==> src/rtl/core/ttcs_pkg.sv <==
`timescale 1ns / 1ps
package ttcs_pkg;

    localparam int WB_SLOTS_DEF   = 512;
    localparam int LOCAL_ENT_DEF  = 32;
    localparam int GLOBAL_SL_DEF  = 64;

    localparam logic [7:0]  NODE_ID_RST   = 8'd1;
    localparam logic [31:0] SLOT_DUR_RST  = 32'd10000;
    localparam logic [6:0]  SCHED_LEN_RST = 7'd6;

    localparam logic [63:0] REF_OFFSET = 64'd1280;
    localparam logic [63:0] TIME_MASK  = 64'h3FFF_FFFF_FFFF_FFFF;
    localparam logic [63:0] SOS_BIT    = 64'h8000_0000_0000_0000;
    localparam int          SLOT_W     = 14;
    localparam int          ROM_USED   = 6;

    localparam logic [1:0] CFG_NODE_ID   = 2'd0;
    localparam logic [1:0] CFG_SLOT_DUR  = 2'd1;
    localparam logic [1:0] CFG_SCHED_LEN = 2'd2;

    localparam logic [2:0] KIND_BUILD = 3'd0;
    localparam logic [2:0] KIND_FRAME = 3'd1;
    localparam logic [2:0] KIND_TIMER = 3'd2;
    localparam logic [2:0] KIND_START = 3'd3;
    localparam logic [2:0] KIND_HOST  = 3'd4;

    localparam logic [1:0] RK_RELOAD = 2'd0;
    localparam logic [1:0] RK_TX     = 2'd1;
    localparam logic [1:0] RK_ERR    = 2'd2;
    localparam logic [1:0] RK_BUILD  = 2'd3;

    typedef enum logic [2:0] {
        OP_NONE  = 3'd0,
        OP_BUILD = 3'd1,
        OP_REF   = 3'd2,
        OP_DATA  = 3'd3,
        OP_ERR   = 3'd4,
        OP_TIMER = 3'd5,
        OP_START = 3'd6,
        OP_HOST  = 3'd7
    } op_t;

    typedef struct packed {
        op_t         op;
        logic [13:0] addr;
        logic [63:0] data;
    } req_t;

    typedef struct packed {
        logic pop;
        logic clearing;
    } back_ctl_t;

    typedef struct packed {
        logic [7:0]  node_id;
        logic [31:0] slot_dur;
        logic [6:0]  sched_len;
    } cfg_t;

    function automatic logic [7:0] rom_node(input logic [8:0] i);
        logic [7:0] r;
        unique case (i)
            9'd0:    r = 8'd1;
            9'd1:    r = 8'd8;
            9'd2:    r = 8'd9;
            9'd3:    r = 8'd10;
            9'd4:    r = 8'd1;
            default: r = 8'd0;
        endcase
        return r;
    endfunction

    function automatic logic [13:0] rom_slot(input logic [8:0] i);
        logic [13:0] r;
        unique case (i)
            9'd1:    r = 14'd3;
            9'd2:    r = 14'd4;
            9'd3:    r = 14'd5;
            9'd4:    r = 14'd2;
            default: r = 14'd0;
        endcase
        return r;
    endfunction

endpackage

==> src/rtl/core/ttcs_front.sv <==
`timescale 1ns / 1ps
module ttcs_front #(
    parameter int WB_SLOTS = ttcs_pkg::WB_SLOTS_DEF
) (
    input  logic              aclk,
    input  logic              aresetn,
    input  logic              s_tvalid,
    output logic              s_tready,
    input  logic [103:0]      s_tdata,
    input  logic [2:0]        s_tuser,
    input  ttcs_pkg::back_ctl_t ctl,
    output ttcs_pkg::req_t    q_head,
    output logic              q_valid
);
    import ttcs_pkg::*;

    req_t       q_mem_reg [2];
    logic       wr_ptr_reg, wr_ptr_next;
    logic       rd_ptr_reg, rd_ptr_next;
    logic [1:0] count_reg, count_next;

    logic [28:0] fid;
    logic [13:0] sid;
    logic [8:0]  hslot;
    req_t        cls;
    logic        accept, push;

    assign fid   = s_tdata[28:0];
    assign sid   = fid[13:0];
    assign hslot = s_tdata[101:93];

    always_comb begin
        cls.op   = OP_NONE;
        cls.addr = sid;
        cls.data = s_tdata[92:29];
        unique case (s_tuser)
            KIND_BUILD: cls.op = OP_BUILD;
            KIND_FRAME: begin
                if (sid == 14'd0) cls.op = OP_REF;
                else if (sid < 14'(WB_SLOTS - 1)) cls.op = OP_DATA;
                else cls.op = OP_ERR;
            end
            KIND_TIMER: cls.op = OP_TIMER;
            KIND_START: cls.op = OP_START;
            KIND_HOST: begin
                cls.addr = {5'd0, hslot};
                if ({4'd0, hslot} < 13'(WB_SLOTS)) cls.op = OP_HOST;
            end
            default: cls.op = OP_NONE;
        endcase
    end

    assign s_tready = (count_reg != 2'd2) && !ctl.clearing;
    assign accept   = s_tvalid && s_tready;
    assign push     = accept && (cls.op != OP_NONE);
    assign q_valid  = (count_reg != 2'd0);
    assign q_head   = q_mem_reg[rd_ptr_reg];

    always_comb begin
        wr_ptr_next = wr_ptr_reg ^ push;
        rd_ptr_next = rd_ptr_reg ^ ctl.pop;
        count_next  = count_reg + {1'b0, push} - {1'b0, ctl.pop};
    end

    always_ff @(posedge aclk) begin
        if (!aresetn) begin
            wr_ptr_reg <= 1'b0;
            rd_ptr_reg <= 1'b0;
            count_reg  <= 2'd0;
        end else begin
            wr_ptr_reg <= wr_ptr_next;
            rd_ptr_reg <= rd_ptr_next;
            count_reg  <= count_next;
        end
    end

    always_ff @(posedge aclk) begin
        if (push) q_mem_reg[wr_ptr_reg] <= cls;
    end

    a_no_pop_empty: assert property (@(posedge aclk) disable iff (!aresetn)
        ctl.pop |-> q_valid) else $error("pop from empty queue");

endmodule

==> config.mk <==
export PLATFORM = sky130hd
export DESIGN_NAME = ttcs_front
export DESIGN_NICKNAME = d
export VERILOG_FILES = /design/src/rtl/core/ttcs_pkg.sv /design/src/rtl/core/ttcs_front.sv
export SDC_FILE = /design/constraint.sdc
export NUM_CORES = 1
export LEC_CHECK = 0
export ABC_AREA = 1
export ABC_CLOCK_PERIOD_IN_PS = 4550
export BUFFER_PORTS_ARGS = -buffer_cell sky130_fd_sc_hd__buf_2
export CELL_PAD_IN_SITES_DETAIL_PLACEMENT = 1
export CELL_PAD_IN_SITES_GLOBAL_PLACEMENT = 1
export CORE_UTILIZATION = 43
export CTS_CLUSTER_SIZE = 16
export DETAILED_ROUTE_END_ITERATION = 7
export GPL_TIMING_DRIVEN = 0
export PLACE_DENSITY = 0.79
export SYNTH_ARGS = -nofsm -noshare
export SYNTH_HDL_FRONTEND = slang
export SYNTH_SLANG_ARGS = --single-unit
==> constraint.sdc <==
create_clock -name aclk -period 4.55 [get_ports aclk]
set_input_delay 0.91 -clock aclk [delete_from_list [all_inputs] [get_ports aclk]]
set_output_delay 0.91 -clock aclk [all_outputs]
set_load 0.01 [all_outputs]
==> results.sh, run 1 <==
export IMPL_outcome="completed"
export IMPL_holdPathEnd="rd_ptr_reg"
export IMPL_grtUsageTotal_pct=17.2
export IMPL_report_final_setup_viol=0
export IMPL_fmax_mhz=394
export IMPL_die_h_microns=128
export IMPL_overflow=0
export IMPL_period_share_pct=55.8
export IMPL_period_needed_ns=2.54
export IMPL_slew_headroom_pct=69.6
export IMPL_first_global_vias=3784
export IMPL_grt_max_degree=55
export IMPL_p_leak_nw=3.52
export IMPL_num_vias=3666
export IMPL_hold_violations=0
export IMPL_syn_nets=470
export IMPL_grt_antenna_before_repair=1
export IMPL_area_delta_synth_final_pct=28.1
export IMPL_yosys_warnings=0
export IMPL_first_iter_violations=143
export IMPL_hp_class="reg2reg"
export IMPL_power_mw=3.75
export IMPL_path_class="reg2out"
export IMPL_max_vdd_ir_drop_uv=269
export IMPL_via_per_inst=4.72
export IMPL_cap_violations=0
export IMPL_worstPathMaxFanout=10
export IMPL_tns_ns=0
export IMPL_finalMaxSlewViolations=0
export IMPL_syn_area_sq_mm=0.00679
export IMPL_r2r_end="q_mem_reg[1][3]"
export IMPL_p_per_area_mw_per_mm2=431
export IMPL_hold_buffers=0
export IMPL_place_ws_ns=1.72
export IMPL_regToRegStartpoint="count_reg[0]"
export IMPL_whs_ns=0.485
export IMPL_cts_tree="built"
export IMPL_cts_setup_buffers=0
export IMPL_end_kind="primary output"
export IMPL_final_cells=777
export IMPL_drive_above_1_share_pct=54.7
export IMPL_design_core_area_sq_mm=0.0153
export IMPL_port_buffer_count=177
export IMPL_core_rowCount=45
export IMPL_antenna_left=0
export IMPL_yosysUniqueCellTypes=20
export IMPL_initial_core_util_pct=44.3
export IMPL_layout_nets=668
export IMPL_dieArea_sq_mm=0.0163
export IMPL_drt_drc_violations_left=0
export IMPL_avgSynthCellArea_sq_um=19.2
export IMPL_yosysSeqAreaShare_pct=73.1
export IMPL_htreeDepth=4
export IMPL_clock_latency_ns=0.42
export IMPL_cts_root_buf="clkbuf_16"
export IMPL_tightestPinTransition_ns=0.455
export IMPL_largest_reg_flops=162
export IMPL_cts_buffers=17
export IMPL_ff2ff_path_depth=6
export IMPL_placed_cells=744
export IMPL_die_width_microns=128
export IMPL_dp_hpwl_microns=9630
export IMPL_start_kind="register"
export IMPL_rrSetupSlack_ns=2.50
export IMPL_whs_path_depth=1
export IMPL_crit_arrival_ns=1.63
export IMPL_gp_congestion=0.740
export IMPL_clock_skew_ns=0.00768
export IMPL_setup_ws_ns=2.01
export IMPL_syn_inst=354
export IMPL_wl_per_cell_microns=17.6
export IMPL_postCtsResizedCells=0
export IMPL_clkSinkCount=167
export IMPL_path_clk_slew_ns=0.07
export IMPL_max_clock_path_buffers=2
export IMPL_rsz0062_at_grt="false"
export IMPL_grt_pass1_wl_microns=20400
export IMPL_first_pass_iters=4
export IMPL_cp_required_ns=3.64
export IMPL_ioPinCount=195
export IMPL_totalWireLength_microns=13700
export IMPL_holdCritStartpoint="rd_ptr_reg"
export IMPL_yosys_register_bits=167
## synth_stat cells
library cell  instances  share of area [%]
nand2_1              42                2.3
nand3_1               3               0.22
ha_1                  4               0.74
edfxtp_1            162                 72
a21oi_1               6               0.44
mux2_4               80                 18
nor2_1               14               0.77
inv_1                16               0.88
o21ai_0               3               0.22
nor2_4                1               0.17
mux2_2                1               0.17
xnor2_1               1               0.13
buf_6                 2               0.33
inv_2                 2               0.11
dfxtp_1               5                1.5
nor3_1                1              0.074
or2_2                 1              0.092
nor2_2                1              0.092
buf_12                8                2.4
nand4_1               1              0.092
## critical path, cell delays in order (launching register included)
cell and delay (ns):
dfxtp_1 0.32, buf_6 0.23, buf_12 0.19, mux2_4 0.31, buf_2 0.15
## report_power, final
| group | leakage, nW | total (mW) | switching, mW | internal (mW) |
|---|---|---|---|---|
| Sequential | 1.51 | 1.76 | 0.0140 | 1.74 |
| Clock | 0.317 | 1.63 | 0.595 | 1.03 |
| Combinational | 1.69 | 0.365 | 0.177 | 0.188 |
## worst max path at each step
stage	start	to	slack, ns	depth (start not counted)
after floorplan	ctl[0]	q_mem_reg[1][0]	0.78	4
after global placement	s_tuser[1]	q_mem_reg[1][11]	-0.38	7
after detailed placement	s_tuser[1]	q_mem_reg[1][13]	1.72	8
after CTS	register	q_head[5]	1.97	4
after global routing	register	q_head[7]	1.93	4
final	register	q_head[4]	2.01	4
## layout make-up
type / count / area [sq um]
sequential: 167 / 4960
tap: 211 / 264
multi-input combinational: 159 / 1600
inverter: 18 / 67.6
buffer: 10 / 183
timing repair buffer: 179 / 941
fill: 1496 / 6620
clock inverter: 15 / 249
antenna: 1 / 2.50
clock buffer: 17 / 425
## routing by layer
layer  track usage, %  part of all wire (%)
met1             20.2                    42
met2             29.7                    50
met3             5.01                   6.1
met4             7.06                   1.6
met5                0                     0
## stage by stage
stage / util, % / instance area [sq um]
after global routing: 56.8 / 8700
final: 56.8 / 8700
after global placement: 51.9 / 7940
after CTS: 56.8 / 8700
after detailed placement: 52.4 / 8020
after floorplan: - / 6790
## cell usage in the layout, fill, tap and decap left out, drive strengths merged
master,count
clkbuf,17
clkinv,3
dfxtp,5
bufinv,6
mux2,81
nand3,3
nand4,1
or2,1
o21ai,3
nor2,16
a21oi,6
buf,189
inv,20
xnor2,1
edfxtp,162
clkinvlp,4
nor3,1
ha,4
diode,1
nand2,42
## cells by family after synthesis
family | synth area share [%]
flip-flops | 73.1
multiplexers | 17.9
AND/OR/NAND/NOR | 3.83
buffers and inverters | 3.68
AO/OA/AOI/OAI | 0.663
adder cells (fa/ha/maj) | 0.737
XOR/XNOR | 0.129
Power figures use the tool's default switching activity.
==> inputs of run 2 (changes only) <==
--- a/config.mk
+++ b/config.mk
@@ -6,15 +6,15 @@
 export NUM_CORES = 1
 export LEC_CHECK = 0
 export ABC_AREA = 1
-export ABC_CLOCK_PERIOD_IN_PS = 4550
+export ABC_CLOCK_PERIOD_IN_PS = 2300
 export BUFFER_PORTS_ARGS = -buffer_cell sky130_fd_sc_hd__buf_2
 export CELL_PAD_IN_SITES_DETAIL_PLACEMENT = 1
 export CELL_PAD_IN_SITES_GLOBAL_PLACEMENT = 1
-export CORE_UTILIZATION = 43
+export CORE_UTILIZATION = 39
 export CTS_CLUSTER_SIZE = 16
 export DETAILED_ROUTE_END_ITERATION = 7
 export GPL_TIMING_DRIVEN = 0
-export PLACE_DENSITY = 0.79
+export PLACE_DENSITY = 0.75
 export SYNTH_ARGS = -nofsm -noshare
 export SYNTH_HDL_FRONTEND = slang
 export SYNTH_SLANG_ARGS = --single-unit
==> constraint.sdc (replaced) <==
create_clock -name aclk -period 2.3 [get_ports aclk]
set_input_delay 0.46 -clock aclk [delete_from_list [all_inputs] [get_ports aclk]]
set_output_delay 0.46 -clock aclk [all_outputs]
set_load 0.01 [all_outputs]
==> run 2 against run 1 <==
Against the previous run:
- design area is 0.58% lower
- critical path depth stayed put
- global-route usage is 2.1 points lower
- combinational power is 96% higher
- routed wire length is 5.2% lower
- final cell count is 1.0% higher
- register-to-register slack worse by 2.1 ns
- first-iteration DRC count is 43% lower
- sequential share of layout area is 0.33 points higher
- power is 90% higher
- utilization is 5.4 points lower
- critical path type unchanged
- critical endpoint is now q_head[11]
- largest power group unchanged
- highest routed layer is now met5
==> results.sh, run 2 (synthesis gave the netlist of run 1 again) <==
export IMPL_outcome="completed"
export IMPL_cap_violations=0
export IMPL_cts_buffers=17
export IMPL_htreeDepth=4
export IMPL_gp_congestion=0.767
export IMPL_initial_core_util_pct=40.4
export IMPL_cts_root_buf="clkbuf_16"
export IMPL_drive_above_1_share_pct=54.5
export IMPL_final_cell_mix="buf_2, edfxtp_1, mux2_4, nand2_1, clkbuf_16"
export IMPL_cts_setup_buffers=0
export IMPL_fmax_mhz=480
export IMPL_die_width_microns=134
export IMPL_cp_required_ns=1.84
export IMPL_worstPathMaxFanout=10
export IMPL_via_per_inst=4.56
export IMPL_ioPinCount=195
export IMPL_nFillCells=1643
export IMPL_crit_family="buffers and inverters"
export IMPL_grt_pass1_wl_microns=20300
export IMPL_whs_path_depth=1
export IMPL_p_per_area_mw_per_mm2=825
export IMPL_grt_antenna_before_repair=2
export IMPL_die_h_microns=134
export IMPL_dieArea_sq_mm=0.0179
export IMPL_dp_hpwl_microns=9130
export IMPL_crit_arrival_ns=1.62
export IMPL_design_core_area_sq_mm=0.0168
export IMPL_final_cells=785
export IMPL_ff2ff_path_depth=6
export IMPL_whs_ns=0.226
export IMPL_dr_wl_met2_microns=6630
export IMPL_report_final_setup_viol=0
export IMPL_wl_met1_microns=5240
export IMPL_grtUsageTotal_pct=15.1
export IMPL_hp_class="in2reg"
export IMPL_path_clk_slew_ns=0.07
export IMPL_regToRegStartpoint="count_reg[0]"
export IMPL_finalMaxSlewViolations=0
export IMPL_period_needed_ns=2.08
export IMPL_clkSinkCount=167
export IMPL_hold_violations=0
export IMPL_multi_input_area_sq_mm=0.00160
export IMPL_drt_drc_violations_left=0
export IMPL_wl_per_cell_microns=16.5
export IMPL_tightestPinTransition_ns=0.344
export IMPL_totalWireLength_microns=13000
export IMPL_r2r_end="q_mem_reg[0][12]"
export IMPL_first_iter_violations=81
export IMPL_antenna_left=0
export IMPL_layout_nets=668
export IMPL_ff_latch_area_sq_mm=0.00496
export IMPL_clock_skew_ns=0.0123
export IMPL_start_kind="register"
export IMPL_core_rowCount=47
export IMPL_crit_buf_inv=3
export IMPL_dr_wl_met3_microns=934
export IMPL_area_delta_synth_final_pct=27.3
export IMPL_rsz0062_at_grt="false"
export IMPL_placed_cells=753
export IMPL_holdCritStartpoint="s_tdata[90]"
export IMPL_final_common_cell="buf_2"
export IMPL_max_clock_path_buffers=2
export IMPL_largest_reg_flops=162
export IMPL_max_vdd_ir_drop_uv=486
export IMPL_first_global_vias=3932
export IMPL_top_layer_used="met5"
export IMPL_path_class="reg2out"
export IMPL_period_share_pct=90.5
export IMPL_clock_latency_ns=0.42
export IMPL_hold_buffers=0
export IMPL_postCtsResizedCells=0
export IMPL_p_leak_nw=3.49
export IMPL_num_vias=3576
export IMPL_end_kind="primary output"
export IMPL_overflow=0
export IMPL_critPathSlowestCell="dfxtp_1"
export IMPL_slew_headroom_pct=77.1
export IMPL_first_pass_iters=4
export IMPL_cts_tree="built"
export IMPL_holdPathEnd="q_mem_reg[1][61]"
export IMPL_port_buffer_count=177
export IMPL_grt_max_degree=65
export IMPL_rrSetupSlack_ns=0.36
export IMPL_n_antenna_cell=0
export IMPL_critPathMaxStageDelay_ns=0.32
export IMPL_cp_cell_sequence="buf_6, buf_12, mux2_4, buf_2"
==> run 2: how the worst max path moves through the flow <==
stage	from	depth (start not counted)	to	slack, ns
2_1_floorplan	ctl[0]	4	q_mem_reg[1][0]	-0.16
3_3_place_gp	s_tuser[1]	7	q_mem_reg[0][21]	-0.85
3_5_place_dp	s_tuser[1]	8	q_mem_reg[1][29]	0.01
4_1_cts	register	4	q_head[11]	0.17
5_1_grt	register	4	q_head[71]	0.14
6_report	register	4	q_head[11]	0.22
==> run 2: layout make-up <==
| type | instances | share of cell area, % |
|---|---|---|
| buffer | 10 | 2.11 |
| inverter | 18 | 0.781 |
| tap | 220 | 3.18 |
| clock buffer | 18 | 4.96 |
| clock inverter | 14 | 2.16 |
| sequential | 167 | 57.4 |
| timing repair buffer | 179 | 10.9 |
| multi-input combinational | 159 | 18.5 |
==> run 2: per-stage QoR <==
| stage | utilization [%] | worst slack [ns] | area [sq um] | power (mW) | setup TNS (ns) |
|---|---|---|---|---|---|
| 3_3_place_gp | 47.3 | -0.852 | 7960 | 4.23 | -137.14 |
| 3_5_place_dp | 47.8 | 0.0102 | 8030 | 4.27 | 0 |
| 4_1_cts | 51.4 | 0.167 | 8650 | 7.23 | 0 |
| 2_1_floorplan | - | -0.160 | 6800 | 3.98 | -25.95 |
| 5_1_grt | 51.4 | 0.143 | 8650 | 7.38 | 0 |
| 6_report | 51.4 | 0.219 | 8650 | 7.14 | 0 |
==> run 2: power by group <==
| part | switching [mW] | internal, mW |
|---|---|---|
| logic | 0.344 | 0.372 |
| clock network | 1.20 | 1.74 |
| registers | 0.0265 | 3.45 |
==> run 2: metal layers <==
| layer | track usage (%) | vias up |
|---|---|---|
| met4 | 4.42 | 4 |
| met5 | 0 | - |
| met2 | 26.3 | 116 |
| met3 | 6.12 | 16 |
| met1 | 17.0 | 1720 |
| li1 | - | 1720 |
==> inputs of run 3 (changes only) <==
--- a/config.mk
+++ b/config.mk
@@ -15,6 +15,7 @@
 export DETAILED_ROUTE_END_ITERATION = 7
 export GPL_TIMING_DRIVEN = 0
 export PLACE_DENSITY = 0.75
+export REMOVE_ABC_BUFFERS = 1
 export SYNTH_ARGS = -nofsm -noshare
 export SYNTH_HDL_FRONTEND = slang
 export SYNTH_SLANG_ARGS = --single-unit
==> run 3 against run 2 <==
Against the previous run:
- design area down 1.8%
- power down 3.5%
- critical endpoint is now q_head[59]
- worst setup slack worse by 0.13 ns
- utilization down 0.91 points
- combinational power down 4.5%
- non-clock buffer count down 6
- clock skew down 0.0048 ns
==> results.sh, run 3 (synthesis gave the netlist of run 1 again) <==
export IMPL_outcome="completed"
export IMPL_cp_required_ns=1.84
export IMPL_power_share_sequential_pct=50.6
export IMPL_period_needed_ns=2.21
export IMPL_hold_violations=0
export IMPL_wl_met1_microns=5730
export IMPL_end_kind="primary output"
export IMPL_postCtsResizedCells=0
export IMPL_pwr_share_comb_pct=9.9
export IMPL_initial_core_util_pct=40.4
export IMPL_fmax_mhz=453
export IMPL_final_common_cell="buf_2"
export IMPL_top_layer_used="met4"
export IMPL_drt_drc_violations_left=0
export IMPL_layout_nets=662
export IMPL_crit_arrival_ns=1.75
export IMPL_critPathMaxStageDelay_ns=0.56
export IMPL_first_global_vias=3964
export IMPL_wl_per_cell_microns=17.5
export IMPL_n_antenna_cell=0
export IMPL_swShare_pct=22.8
export IMPL_cts_root_buf="clkbuf_16"
export IMPL_cts_buffers=17
export IMPL_ff_latch_area_sq_mm=0.00497
export IMPL_rsz0062_at_grt="false"
export IMPL_critPathSlowestCell="dfxtp_4"
export IMPL_die_h_microns=134
export IMPL_num_vias=3614
export IMPL_cap_violations=0
export IMPL_gp_congestion=0.747
export IMPL_drive_above_1_share_pct=54.2
export IMPL_clock_latency_ns=0.42
export IMPL_max_clock_path_buffers=2
export IMPL_clockPowerShare_pct=39.4
export IMPL_ioPinCount=195
export IMPL_dieArea_sq_mm=0.0179
export IMPL_largest_reg_flops=162
export IMPL_totalWireLength_microns=13600
export IMPL_htreeDepth=4
export IMPL_dp_hpwl_microns=9310
export IMPL_worstPathMaxFanout=22
export IMPL_p_switching_mw=1.57
export IMPL_max_vdd_ir_drop_uv=496
export IMPL_cp_cell_sequence="clkbuf_16, mux2_4, buf_2"
export IMPL_dr_wl_met2_microns=6980
export IMPL_grt_antenna_before_repair=0
export IMPL_clkSinkCount=167
export IMPL_multi_input_area_sq_mm=0.00160
export IMPL_grtUsageTotal_pct=15.6
export IMPL_fin_util_pct=50.5
export IMPL_crit_family="flip-flops"
export IMPL_final_cell_mix="buf_2, edfxtp_1, mux2_4, nand2_1, clkbuf_16"
export IMPL_first_iter_violations=130
export IMPL_start_kind="register"
export IMPL_core_rowCount=47
export IMPL_overflow=0
export IMPL_nFillCells=1673
export IMPL_cts_tree="built"
export IMPL_area_delta_synth_final_pct=25.1
export IMPL_antenna_left=0
export IMPL_first_pass_iters=4
export IMPL_intPower_mw=5.32
export IMPL_slew_headroom_pct=58.6
export IMPL_clock_skew_ns=0.00752
export IMPL_period_share_pct=96.0
export IMPL_path_class="reg2out"
export IMPL_tightestPinTransition_ns=0.621
export IMPL_report_final_setup_viol=0
export IMPL_hp_class="in2reg"
export IMPL_finalMaxSlewViolations=0
export IMPL_dr_wl_met3_microns=781
export IMPL_port_buffer_count=177
export IMPL_design_core_area_sq_mm=0.0168
export IMPL_p_leak_nw=3.42
export IMPL_die_width_microns=134
export IMPL_tns_ns=0
export IMPL_p_per_area_mw_per_mm2=811
export IMPL_crit_buf_inv=2
export IMPL_grt_pass1_wl_microns=20800
export IMPL_grt_max_degree=46
export IMPL_via_per_inst=4.64
export IMPL_path_clk_slew_ns=0.06
export IMPL_hold_buffers=0
run 3: cell types whose count changed in the layout (fill, tap and decap cells not counted), sizes merged:
| cell | before | now |
|---|---|---|
| buf | 189 | 182 |
| bufinv | 3 | 1 |
| clkbuf | 18 | 19 |
| clkinv | 0 | 1 |
| clkinvlp | 4 | 5 |
run 3: routing by layer:
metal | vias up | global-route usage, %
met4 | 0 | 5.30
met1 | 1777 | 18.2
met3 | 11 | 4.91
li1 | 1700 | -
met2 | 126 | 26.9
met5 | - | 0
run 3: cell type report:
| type | instances | share of cell area (%) |
|---|---|---|
| Inverter | 18 | 0.795 |
| Clock inverter | 14 | 1.63 |
| Tap cell | 220 | 3.24 |
| Clock buffer | 18 | 5.05 |
| Timing Repair Buffer | 183 | 11.9 |
| Sequential cell | 167 | 58.5 |
| Multi-Input combinational cell | 159 | 18.9 |
run 3: worst paths after layout:
check,cells past startpoint,endpoint,start,slack [ns]
max,3,q_head[59],register,0.09
min,1,q_mem_reg[1][63],s_tdata[92],0.23
max reg2reg,6,q_mem_reg[0][25],count_reg[0],0.19
min reg2reg,1,rd_ptr_reg,rd_ptr_reg,0.47
run 3: stage by stage:
| stage | setup WS, ns | instances | area, sq um | hold WS (ns) | total power [mW] |
|---|---|---|---|---|---|
| after floorplan | -1.84 | 344 | 6610 | 0.424 | 3.97 |
| after global placement | -3.00 | 741 | 7770 | 0.438 | 4.25 |
| after detailed placement | -0.149 | 744 | 7870 | 0.455 | 4.23 |
| after CTS | 0.00420 | 778 | 8470 | 0.204 | 6.98 |
| after global routing | 0.0220 | 779 | 8490 | 0.199 | 7.12 |
| final | 0.0921 | 779 | 8490 | 0.230 | 6.89 |
run 3: power by group through the flow:
stage	logic [mW]	registers [mW]	clock network [mW]
2_1_floorplan	0.384	3.59	0
3_3_place_gp	0.640	3.61	0
3_5_place_dp	0.658	3.57	0
4_1_cts	0.693	3.49	2.80
5_1_grt	0.742	3.50	2.88
6_report	0.684	3.49	2.72
run 3: what timing repair did:
item	4_1_cts	5_1_grt
pin swaps	0	0
setup endpoints to repair	46	32
setup buffers	2	0
cloned	0	1
run 3: worst reg2reg max path, cell delays in order, from the launching register on:
cell	delay (ns)
dfxtp_1	0.34
inv_1	0.06
a21oi_1	0.16
nand3_1	0.14
inv_1	0.17
ha_4	0.56
buf_12	0.33
